### config.mk
export PLATFORM = sky130hd
export DESIGN_NAME = quad_x_motor_mixer_arming
export DESIGN_NICKNAME = d
export VERILOG_FILES = /design/src/rtl/core/qxm_pkg.sv /design/src/rtl/core/qxm_mix.sv /design/src/rtl/core/qxm_shape.sv /design/src/rtl/core/quad_x_motor_mixer_arming.sv
export VERILOG_INCLUDE_DIRS = /design/src /design/src/rtl/core
export SDC_FILE = /design/constraint.sdc
export NUM_CORES = 2
export LEC_CHECK = 0
export ABC_AREA = 1
export BUFFER_PORTS_ARGS = -buffer_cell sky130_fd_sc_hd__buf_4
export CORE_ASPECT_RATIO = 0.8
export CORE_MARGIN = 3
export CORE_UTILIZATION = 60
export DETAILED_ROUTE_END_ITERATION = 16
export PLACE_DENSITY_LB_ADDON = 0.2
export SYNTH_ARGS = -nofsm -noshare
export SYNTH_HDL_FRONTEND = slang
export SYNTH_HIERARCHICAL = 1
export SYNTH_SLANG_ARGS = --single-unit
### constraint.sdc
create_clock -name clk -period 24.5 [get_ports clk]
set_input_delay 1.225 -clock clk [delete_from_list [all_inputs] [get_ports clk]]
set_output_delay 1.225 -clock clk [all_outputs]
set_load 0.01 [all_outputs]
### src/rtl/core/quad_x_motor_mixer_arming_defines.svh
// assertion macros for the quad-x motor mixer
`ifndef QUAD_X_MOTOR_MIXER_ARMING_DEFINES_SVH
`define QUAD_X_MOTOR_MIXER_ARMING_DEFINES_SVH

`ifndef SYNTHESIS
`define QXM_ASSERT_RST(lbl, prop, msg) \
  lbl: assert property (@(posedge clk) disable iff (!rst_n) prop) else $error(msg);
`define QXM_ASSERT_CLK(lbl, prop, msg) \
  lbl: assert property (@(posedge clk) prop) else $error(msg);
`else
`define QXM_ASSERT_RST(lbl, prop, msg)
`define QXM_ASSERT_CLK(lbl, prop, msg)
`endif

`endif

### src/rtl/core/qxm_pkg.sv
// types and constants shared by the quad-x motor mixer
`default_nettype none
package qxm_pkg;

  localparam logic [2:0] REG_THR_MIN   = 3'd0;
  localparam logic [2:0] REG_THR_DZ    = 3'd1;
  localparam logic [2:0] REG_YAW_MIN   = 3'd2;
  localparam logic [2:0] REG_YAW_DZ    = 3'd3;
  localparam logic [2:0] REG_MIN_SIG   = 3'd4;
  localparam logic [2:0] REG_MAX_SIG   = 3'd5;
  localparam logic [2:0] REG_BND_EN    = 3'd6;
  localparam logic [2:0] REG_HOLD_MS   = 3'd7;

  localparam logic [11:0] RST_RADIO_MIN = 12'd1000;
  localparam logic [9:0]  RST_DEAD_ZONE = 10'd20;
  localparam logic [11:0] RST_MIN_SIG   = 12'd1000;
  localparam logic [11:0] RST_MAX_SIG   = 12'd2000;
  localparam logic [15:0] RST_HOLD_MS   = 16'd1000;
  localparam logic [11:0] STICK_FLOOR   = 12'd100;

  typedef struct packed {
    logic signed [15:0] fl;
    logic signed [15:0] fr;
    logic signed [15:0] bl;
    logic signed [15:0] br;
  } mix_t;

  typedef struct packed {
    logic        en;
    logic [11:0] min_sig;
    logic [11:0] max_sig;
  } bnd_cfg_t;

  typedef struct packed {
    logic armed;
    logic toggled;
  } arm_flags_t;

endpackage
`default_nettype wire

### src/rtl/core/qxm_mix.sv
// quad-x mix of throttle and corrections, rounded to whole microseconds
`default_nettype none
module qxm_mix
  import qxm_pkg::*;
(
  input  wire logic [15:0]        throttle_cmd,
  input  wire logic signed [15:0] pitch_corr,
  input  wire logic signed [15:0] roll_corr,
  input  wire logic signed [15:0] yaw_corr,
  output mix_t                    mix
);

  function automatic logic signed [15:0] rnd_q4(input logic signed [19:0] s);
    logic [19:0] mag;
    logic [19:0] q;
    mag = s[19] ? 20'(-s) : 20'(s);
    q   = (mag + 20'd8) >> 4;
    return s[19] ? -$signed(q[15:0]) : $signed(q[15:0]);
  endfunction

  logic signed [19:0] t, p, r, y;

  always_comb begin
    t = $signed({4'b0, throttle_cmd});
    p = 20'(pitch_corr);
    r = 20'(roll_corr);
    y = 20'(yaw_corr);
    mix.fl = rnd_q4(t + p - r + y);
    mix.fr = rnd_q4(t + p + r - y);
    mix.bl = rnd_q4(t - p - r - y);
    mix.br = rnd_q4(t - p + r + y);
  end

endmodule
`default_nettype wire

### src/rtl/core/qxm_shape.sv
// bounds shift and timer compare scaling with saturation
`default_nettype none
module qxm_shape
  import qxm_pkg::*;
(
  input  wire mix_t        mix,
  input  wire bnd_cfg_t    cfg,
  input  wire logic        armed,
  output logic      [15:0] fl_cmp,
  output logic      [15:0] fr_cmp,
  output logic      [15:0] bl_cmp,
  output logic      [15:0] br_cmp
);

  function automatic logic [15:0] to_cmp(input logic signed [17:0] v);
    logic signed [19:0] c;
    c = 20'(v) * 20'sd3;
    if (c < 0) return 16'd0;
    else if (c > 20'sd65535) return 16'hffff;
    else return c[15:0];
  endfunction

  logic signed [15:0] lo, hi, lo_a, lo_b, hi_a, hi_b, min_s, max_s;
  logic signed [16:0] fix;

  always_comb begin
    lo_a  = (mix.fl < mix.fr) ? mix.fl : mix.fr;
    lo_b  = (mix.bl < mix.br) ? mix.bl : mix.br;
    hi_a  = (mix.fl > mix.fr) ? mix.fl : mix.fr;
    hi_b  = (mix.bl > mix.br) ? mix.bl : mix.br;
    lo    = (lo_a < lo_b) ? lo_a : lo_b;
    hi    = (hi_a > hi_b) ? hi_a : hi_b;
    min_s = $signed({4'b0, cfg.min_sig});
    max_s = $signed({4'b0, cfg.max_sig});
    fix   = '0;
    if (cfg.en) begin
      if (lo < min_s) fix = 17'(min_s) - 17'(lo);
      else if (hi > max_s) fix = 17'(max_s) - 17'(hi);
    end
    fl_cmp = armed ? to_cmp(18'(mix.fl) + 18'(fix)) : 16'd0;
    fr_cmp = armed ? to_cmp(18'(mix.fr) + 18'(fix)) : 16'd0;
    bl_cmp = armed ? to_cmp(18'(mix.bl) + 18'(fix)) : 16'd0;
    br_cmp = armed ? to_cmp(18'(mix.br) + 18'(fix)) : 16'd0;
  end

endmodule
`default_nettype wire

### src/rtl/core/quad_x_motor_mixer_arming.sv
// quad-x motor mixer with stick arming, top level
// an accepted input beat is held in the input register stage, then in the result register stage
// throughput: one beat per cycle while in_tready stays high; arming state updates as each beat is accepted
// two register stages; in_tready drops only while both hold a beat and out_tready is low
// reset (rst_n low, synchronous): disarmed, no pending arm, registers at defaults
`default_nettype none
`include "quad_x_motor_mixer_arming_defines.svh"
module quad_x_motor_mixer_arming
  import qxm_pkg::*;
(
  input  wire logic         clk,
  input  wire logic         rst_n,
  input  wire logic         cfg_we,
  input  wire logic [2:0]   cfg_addr,
  input  wire logic [15:0]  cfg_wdata,
  input  wire logic         in_tvalid,
  output logic              in_tready,
  // throttle_cmd, pitch_corr, roll_corr, yaw_corr, throttle_pulse_in,
  // yaw_pulse_in, now_ms
  input  wire logic [119:0] in_tdata,
  output logic              out_tvalid,
  input  wire logic         out_tready,
  // front_left_compare, front_right_compare, back_left_compare,
  // back_right_compare, armed_now, arm_toggled, zero pad
  output logic [71:0]       out_tdata,
  // drive_valid
  output logic              out_tuser
);

  logic [11:0] thr_min_r, yaw_min_r, min_sig_r, max_sig_r;
  logic [9:0]  thr_dz_r, yaw_dz_r;
  logic        bnd_en_r;
  logic [15:0] hold_ms_r;

  always_ff @(posedge clk) begin
    if (!rst_n) begin
      thr_min_r <= RST_RADIO_MIN;
      thr_dz_r  <= RST_DEAD_ZONE;
      yaw_min_r <= RST_RADIO_MIN;
      yaw_dz_r  <= RST_DEAD_ZONE;
      min_sig_r <= RST_MIN_SIG;
      max_sig_r <= RST_MAX_SIG;
      bnd_en_r  <= 1'b0;
      hold_ms_r <= RST_HOLD_MS;
    end else if (cfg_we) begin
      case (cfg_addr)
        REG_THR_MIN: thr_min_r <= cfg_wdata[11:0];
        REG_THR_DZ:  thr_dz_r  <= cfg_wdata[9:0];
        REG_YAW_MIN: yaw_min_r <= cfg_wdata[11:0];
        REG_YAW_DZ:  yaw_dz_r  <= cfg_wdata[9:0];
        REG_MIN_SIG: min_sig_r <= cfg_wdata[11:0];
        REG_MAX_SIG: max_sig_r <= cfg_wdata[11:0];
        REG_BND_EN:  bnd_en_r  <= cfg_wdata[0];
        REG_HOLD_MS: hold_ms_r <= cfg_wdata;
        default: ;
      endcase
    end
  end

  // input fields
  logic [11:0] thr_pulse, yaw_pulse;
  logic [31:0] now_ms;
  assign thr_pulse = in_tdata[75:64];
  assign yaw_pulse = in_tdata[87:76];
  assign now_ms    = in_tdata[119:88];

  logic in_acc, s1_adv, out_free;
  logic s1_valid_r, out_valid_r;
  assign out_free  = !out_valid_r || out_tready;
  assign s1_adv    = s1_valid_r && out_free;
  assign in_tready = !s1_valid_r || out_free;
  assign in_acc    = in_tvalid && in_tready;

  // arming
  logic        armed_r, pending_r, armed_nxt, pending_nxt;
  logic [31:0] start_ms_r, start_ms_nxt;
  logic        stick_ok, pend_mid, toggle;
  logic [12:0] thr_lim, yaw_lim;

  always_comb begin
    thr_lim  = {1'b0, thr_min_r} + {3'b0, thr_dz_r};
    yaw_lim  = {1'b0, yaw_min_r} + {3'b0, yaw_dz_r};
    stick_ok = ({1'b0, thr_pulse} < thr_lim) && ({1'b0, yaw_pulse} < yaw_lim) &&
               (thr_pulse > STICK_FLOOR) && (yaw_pulse > STICK_FLOOR);
    pend_mid     = stick_ok;
    start_ms_nxt = (stick_ok && !pending_r) ? now_ms : start_ms_r;
    toggle       = pend_mid && ((now_ms - start_ms_nxt) > {16'b0, hold_ms_r});
    armed_nxt    = armed_r ^ toggle;
    pending_nxt  = pend_mid && !toggle;
  end

  always_ff @(posedge clk) begin
    if (!rst_n) begin
      armed_r    <= 1'b0;
      pending_r  <= 1'b0;
      start_ms_r <= '0;
    end else if (in_acc) begin
      armed_r    <= armed_nxt;
      pending_r  <= pending_nxt;
      start_ms_r <= start_ms_nxt;
    end
  end

  // input register stage
  mix_t       mix, s1_mix_r;
  arm_flags_t s1_flags_r;

  qxm_mix u_mix (
    .throttle_cmd (in_tdata[15:0]),
    .pitch_corr   ($signed(in_tdata[31:16])),
    .roll_corr    ($signed(in_tdata[47:32])),
    .yaw_corr     ($signed(in_tdata[63:48])),
    .mix          (mix)
  );

  always_ff @(posedge clk) begin
    if (!rst_n) s1_valid_r <= 1'b0;
    else if (in_tready) s1_valid_r <= in_tvalid;
  end

  always_ff @(posedge clk) begin
    if (in_acc) begin
      s1_mix_r           <= mix;
      s1_flags_r.armed   <= armed_nxt;
      s1_flags_r.toggled <= toggle;
    end
  end

  // result register stage
  bnd_cfg_t    bnd_cfg;
  logic [15:0] fl_cmp, fr_cmp, bl_cmp, br_cmp;
  logic [71:0] out_data_r;
  logic        out_user_r;

  assign bnd_cfg = '{en: bnd_en_r, min_sig: min_sig_r, max_sig: max_sig_r};

  qxm_shape u_shape (
    .mix    (s1_mix_r),
    .cfg    (bnd_cfg),
    .armed  (s1_flags_r.armed),
    .fl_cmp (fl_cmp),
    .fr_cmp (fr_cmp),
    .bl_cmp (bl_cmp),
    .br_cmp (br_cmp)
  );

  always_ff @(posedge clk) begin
    if (!rst_n) out_valid_r <= 1'b0;
    else if (out_free) out_valid_r <= s1_valid_r;
  end

  always_ff @(posedge clk) begin
    if (s1_adv) begin
      out_data_r <= {6'b0, s1_flags_r.toggled, s1_flags_r.armed,
                     br_cmp, bl_cmp, fr_cmp, fl_cmp};
      out_user_r <= s1_flags_r.armed;
    end
  end

  assign out_tvalid = out_valid_r;
  assign out_tdata  = out_data_r;
  assign out_tuser  = out_user_r;

  `QXM_ASSERT_RST(a_disarmed_zero, out_tvalid && !out_tuser |-> out_tdata[63:0] == 64'd0, "disarmed beat carries nonzero compare")
  `QXM_ASSERT_RST(a_drive_matches_armed, out_tvalid |-> out_tuser == out_tdata[64], "drive_valid differs from armed_now")
  `QXM_ASSERT_RST(a_arm_only_on_beat, !(in_tvalid && in_tready) |=> $stable(armed_r), "armed changed without an input beat")
  `QXM_ASSERT_RST(a_ready_when_empty, !out_tvalid |-> in_tready, "input stalled with empty output")
  `QXM_ASSERT_RST(a_toggle_clears_pending, in_acc && toggle |=> !pending_r, "arm pending survived a toggle")

endmodule
`default_nettype wire

==> flow_summary.html <==
<table>
<tr><th>Metric</th><th>Value</th></tr>
<tr><th colspan="2">Status</th></tr>
<tr><td>Outcome</td><td>finished clean</td></tr>
<tr><th colspan="2">Setup path</th></tr>
<tr><td>Maximum single-stage delay on the critical path</td><td>0.95 ns</td></tr>
<tr><td>Number of buffer and inverter instances along the worst setup path</td><td>7</td></tr>
<tr><td>Endpoint kind of the worst setup timing path</td><td>flip-flop</td></tr>
<tr><td>Data required time at the worst endpoint</td><td>24.95 ns</td></tr>
<tr><td>Critical path's slowest cell</td><td>sky130_fd_sc_hd__o221ai_1</td></tr>
<tr><td>CP Launch Type</td><td>flip-flop</td></tr>
<tr><td>Maximum fanout encountered on the critical timing path</td><td>32</td></tr>
<tr><td>Dominant delay contributor by cell family on the critical path</td><td>compound AO/OA/AOI/OAI gates</td></tr>
<tr><td>Type of the worst setup path</td><td>flip-flop to flip-flop</td></tr>
<tr><td>Arrival time worst endpoint</td><td>16.51 ns</td></tr>
<tr><th colspan="2">Placed design</th></tr>
<tr><td>Post-detailed-placement half-perimeter wirelength</td><td>96.4 mm</td></tr>
<tr><td>GP Congestion</td><td>1.05</td></tr>
<tr><td>Pre-CTS setup slack</td><td>8.92 ns</td></tr>
<tr><td>Inst Count DP</td><td>6,760</td></tr>
<tr><td>Count of input and output buffers</td><td>212</td></tr>
<tr><th colspan="2">Finish</th></tr>
<tr><td>Final cell count without fillers</td><td>6,815</td></tr>
<tr><td>Filler instances</td><td>5,647</td></tr>
<tr><td>Share of cells above drive strength 1</td><td>8.56%</td></tr>
<tr><td>Net total in the final layout</td><td>6,662</td></tr>
<tr><td>Multi-input gate area in the final layout</td><td>27,400 µm²</td></tr>
<tr><td>Layout overhead on the synthesized area</td><td>8.76%</td></tr>
<tr><td>Register area</td><td>6390 µm²</td></tr>
<tr><th colspan="2">Global routing</th></tr>
<tr><td>First-pass GRT wire length</td><td>183 mm</td></tr>
<tr><td>Pin count of the biggest net entering global routing</td><td>102</td></tr>
<tr><td>Number of antenna violations at the first check in global routing</td><td>1</td></tr>
<tr><td>Number of global-route vias before repair</td><td>34,600</td></tr>
<tr><td>Residual overflow from global routing</td><td>0</td></tr>
<tr><td>Global-route usage over all layers</td><td>34.1%</td></tr>
<tr><th colspan="2">Yosys</th></tr>
<tr><td>Synth Warn #</td><td>6</td></tr>
<tr><td>Seq/Total Area, Yosys</td><td>16.9%</td></tr>
<tr><td>Avg Cell Area, Syn</td><td>6.53 µm²</td></tr>
<tr><td>Count of mapped cells out of synthesis</td><td>5,796</td></tr>
<tr><td>Share of flip-flops with an asynchronous set or reset after synthesis</td><td>0%</td></tr>
<tr><td>Number of synthesized flops with an enable pin</td><td>132</td></tr>
<tr><td>Area of the mapped netlist</td><td>37,800 µm²</td></tr>
<tr><td>Synth Register Bits</td><td>253</td></tr>
<tr><td>Ys flop type</td><td>sky130_fd_sc_hd__edfxtp_1</td></tr>
<tr><td>Number of different library cells in the post-synthesis netlist</td><td>67</td></tr>
<tr><th colspan="2">STA</th></tr>
<tr><td>Fin worst setup slack</td><td>8.44 ns</td></tr>
<tr><td>Clk_skew</td><td>0.0297 ns</td></tr>
<tr><td>Max-slew violations</td><td>0</td></tr>
<tr><td>Final period demand of the worst path</td><td>16.06 ns</td></tr>
<tr><td>Fmax achieved</td><td>0.0623 GHz</td></tr>
<tr><td>Unrepaired setup endpoints after global routing</td><td>no</td></tr>
<tr><td>Tightest slew margin relative to the limit</td><td>12.4%</td></tr>
<tr><td>Total of endpoints with negative setup slack in the final report</td><td>0</td></tr>
<tr><td>Slew at the pin closest to its max-slew limit</td><td>1.28 ns</td></tr>
<tr><td>Final period util</td><td>65.6%</td></tr>
<tr><td>Final Hold Violating Endpoints</td><td>0</td></tr>
<tr><td>Setup total negative slack</td><td>0 ns</td></tr>
<tr><th colspan="2">Clock network</th></tr>
<tr><td>Post-CTS resize count</td><td>0</td></tr>
<tr><td>CTS max path bufs</td><td>3</td></tr>
<tr><td>Clk sink count</td><td>253</td></tr>
<tr><td>Hold-fix buffer count after cts</td><td>0</td></tr>
<tr><td>CTS tree</td><td>yes</td></tr>
<tr><td>Reg clk slew, reported paths</td><td>0.07 ns</td></tr>
<tr><td>Count of H-tree levels built during CTS</td><td>1</td></tr>
<tr><td>Number of buffers added for setup after CTS</td><td>0</td></tr>
<tr><td>TritonCTS buffer count</td><td>29</td></tr>
<tr><td>Clock tree root driver cell</td><td>sky130_fd_sc_hd__clkbuf_16</td></tr>
<tr><td>Insertion delay of the later-clocked pin in the worst-skew pair</td><td>0.61 ns</td></tr>
<tr><th colspan="2">Detailed routing</th></tr>
<tr><td>Total number of vias</td><td>37,900</td></tr>
<tr><td>Post-route DRC</td><td>0</td></tr>
<tr><td>Detailed router's first-iteration violation count</td><td>3,573</td></tr>
<tr><td>First drt pass iteration count</td><td>6</td></tr>
<tr><td>Drt via density</td><td>5.57</td></tr>
<tr><td>Detailed-route wire length per cell</td><td>17.0 µm</td></tr>
<tr><td>Number of nets with antenna violations after routing</td><td>0</td></tr>
<tr><td>Routed wire length</td><td>116 mm</td></tr>
<tr><th colspan="2">Floorplanning</th></tr>
<tr><td>Rows</td><td>81</td></tr>
<tr><td>Floorplan die area</td><td>66,100 µm²</td></tr>
<tr><td>Width of the chip</td><td>287 µm</td></tr>
<tr><td>Boundary Pins</td><td>219</td></tr>
<tr><td>Core Region</td><td>61,700 µm²</td></tr>
<tr><td>Initial core utilization</td><td>61.3%</td></tr>
<tr><td>Overall die height</td><td>231 µm</td></tr>
<tr><th colspan="2">Hold path</th></tr>
<tr><td>Hold/Removal Path Class</td><td>flip-flop to flip-flop</td></tr>
<tr><th colspan="2">Flow run</th></tr>
<tr><td>Max_cap viols</td><td>0</td></tr>
</table>
[synthesized netlist by cell type (all sizes together) (2+ instances only)]
cell type	instances	share of area, %
o221ai	2	0.046
o31ai	9	0.18
or3	2	0.033
ha	469	16
and3	3	0.050
a31oi	26	0.43
nand3b	29	0.58
buf	35	0.73
nand2	1591	17
a211oi	18	0.36
xnor2	55	1.3
nor4	5	0.083
and2	7	0.12
edfxtp	132	10
o211ai	24	0.48
fa	88	4.7
nor3	38	0.56
clkbuf	67	0.67
a21o	21	0.42
dfxtp	121	6.4
clkinv	3	0.030
o221a	3	0.089
o21ai	352	4.7
a2111oi	3	0.069
nor2	578	6.4
mux2i	22	0.58
inv	951	9.4
o21bai	66	1.3
nand4	98	1.7
a221oi	3	0.069
or2	7	0.12
a21boi	3	0.060
o2111ai	2	0.046
nand3	413	6.0
a21oi	315	4.3
o21a	15	0.32
xor2	216	5.1
[worst paths after layout]
kind / startpoint / endpoint / slack (ns) / depth (start not counted)
worst max-delay path: s1_mix_r[63] / out_tdata[47] / 8.44 / 74
worst min-delay path: s1_flags_r[0] / out_tdata[65] / 0.43 / 0
worst max register to register: s1_mix_r[63] / out_tdata[47] / 8.44 / 74
worst min register to register: s1_flags_r[0] / out_tdata[65] / 0.43 / 0
[metal layers]
layer  vias up  wire length, µm  track usage [%]
met5         -               13                0
li1      19100                -                -
met4         2             2730             7.53
met1     17300            54000             50.2
met2      1454            48500             52.4
met3       150            10500             5.39
[state kept, by name (all words and copies together) (netlist names), 12 cells and up]
name,flops
min_sig_r,12
yaw_min_r,12
start_ms_r,32
out_tdata,66
hold_ms_r,16
max_sig_r,12
s1_mix_r,64
thr_min_r,12
[final cells by class]
cell class / instances / share of cell area, %
diodes: 1 / 0.00608
clock buffers: 38 / 1.98
clock inverters: 16 / 0.520
inverters: 954 / 8.71
multi-input cells: 4491 / 66.5
flip-flops and latches: 253 / 15.5
well taps: 830 / 2.52
repair buffers: 232 / 4.23
[per-stage QoR]
step           hold slack [ns]  utilization [%]  instance area, µm²
5_1_grt                  0.450             66.6               41100
6_report                 0.431             66.6               41100
2_1_floorplan            0.400                -               37800
3_5_place_dp             0.418             65.0               40100
4_1_cts                  0.430             66.6               41100
3_3_place_gp             0.418             65.0               40100
[cells in the final DEF, fill, tap and decap left out, types with 5 or more instances in the layout]
cell,instances
sky130_fd_sc_hd__nand2_4,20
sky130_fd_sc_hd__a21oi_1,307
sky130_fd_sc_hd__nand3_1,380
sky130_fd_sc_hd__a21o_1,21
sky130_fd_sc_hd__mux2i_1,22
sky130_fd_sc_hd__nor2_1,522
sky130_fd_sc_hd__and2_1,7
sky130_fd_sc_hd__nand2_2,56
sky130_fd_sc_hd__nand2_1,1514
sky130_fd_sc_hd__o211ai_1,24
sky130_fd_sc_hd__o21a_1,14
sky130_fd_sc_hd__a21oi_2,6
sky130_fd_sc_hd__a31oi_1,26
sky130_fd_sc_hd__dfxtp_1,121
sky130_fd_sc_hd__nor2_4,15
sky130_fd_sc_hd__fa_1,88
sky130_fd_sc_hd__inv_2,29
sky130_fd_sc_hd__buf_4,232
sky130_fd_sc_hd__nand3_2,29
sky130_fd_sc_hd__o31ai_1,9
sky130_fd_sc_hd__xor2_1,209
sky130_fd_sc_hd__o21bai_1,65
sky130_fd_sc_hd__xor2_2,7
sky130_fd_sc_hd__nor2_2,39
sky130_fd_sc_hd__or2_2,5
sky130_fd_sc_hd__a211oi_1,16
sky130_fd_sc_hd__nand4_1,97
sky130_fd_sc_hd__nor3_1,35
sky130_fd_sc_hd__inv_1,922
sky130_fd_sc_hd__o21ai_0,297
sky130_fd_sc_hd__clkbuf_16,31
sky130_fd_sc_hd__xnor2_1,55
sky130_fd_sc_hd__o21ai_1,51
sky130_fd_sc_hd__conb_1,6
sky130_fd_sc_hd__nand3b_1,29
sky130_fd_sc_hd__nor4_1,5
sky130_fd_sc_hd__edfxtp_1,132
sky130_fd_sc_hd__ha_1,469
[worst register-to-register path, delay by kind of cell (launching register included)]
family | cells | cell delay [ns]
buffers and inverters | 7 | 0.69
AOI/OAI and AO/OA | 32 | 7.08
DFF | 1 | 0.48
and+or+nand+nor | 26 | 4.52
xor gates and xnor gates | 1 | 0.16
adders and majority gates | 8 | 2.96
[kinds of logic (layout without fill, tap and decap cells)]
logic type | after synthesis | in the layout | share of synthesized area, %
AO/OA/AOI/OAI | 864 | 864 | 12.9
XOR/XNOR | 271 | 271 | 6.41
adder cells (fa/ha/maj) | 557 | 557 | 20.2
buffers and inverters | 1057 | 1240 | 10.9
flip-flops | 253 | 253 | 16.9
multiplexers | 22 | 22 | 0.582
other | 1 | 7 | 0.00992
AND/OR/NAND/NOR | 2771 | 2771 | 32.2
Power is left out: the tool's default activity adds up to more than one toggle a clock period on the data nets, which glitch-free logic cannot reach.
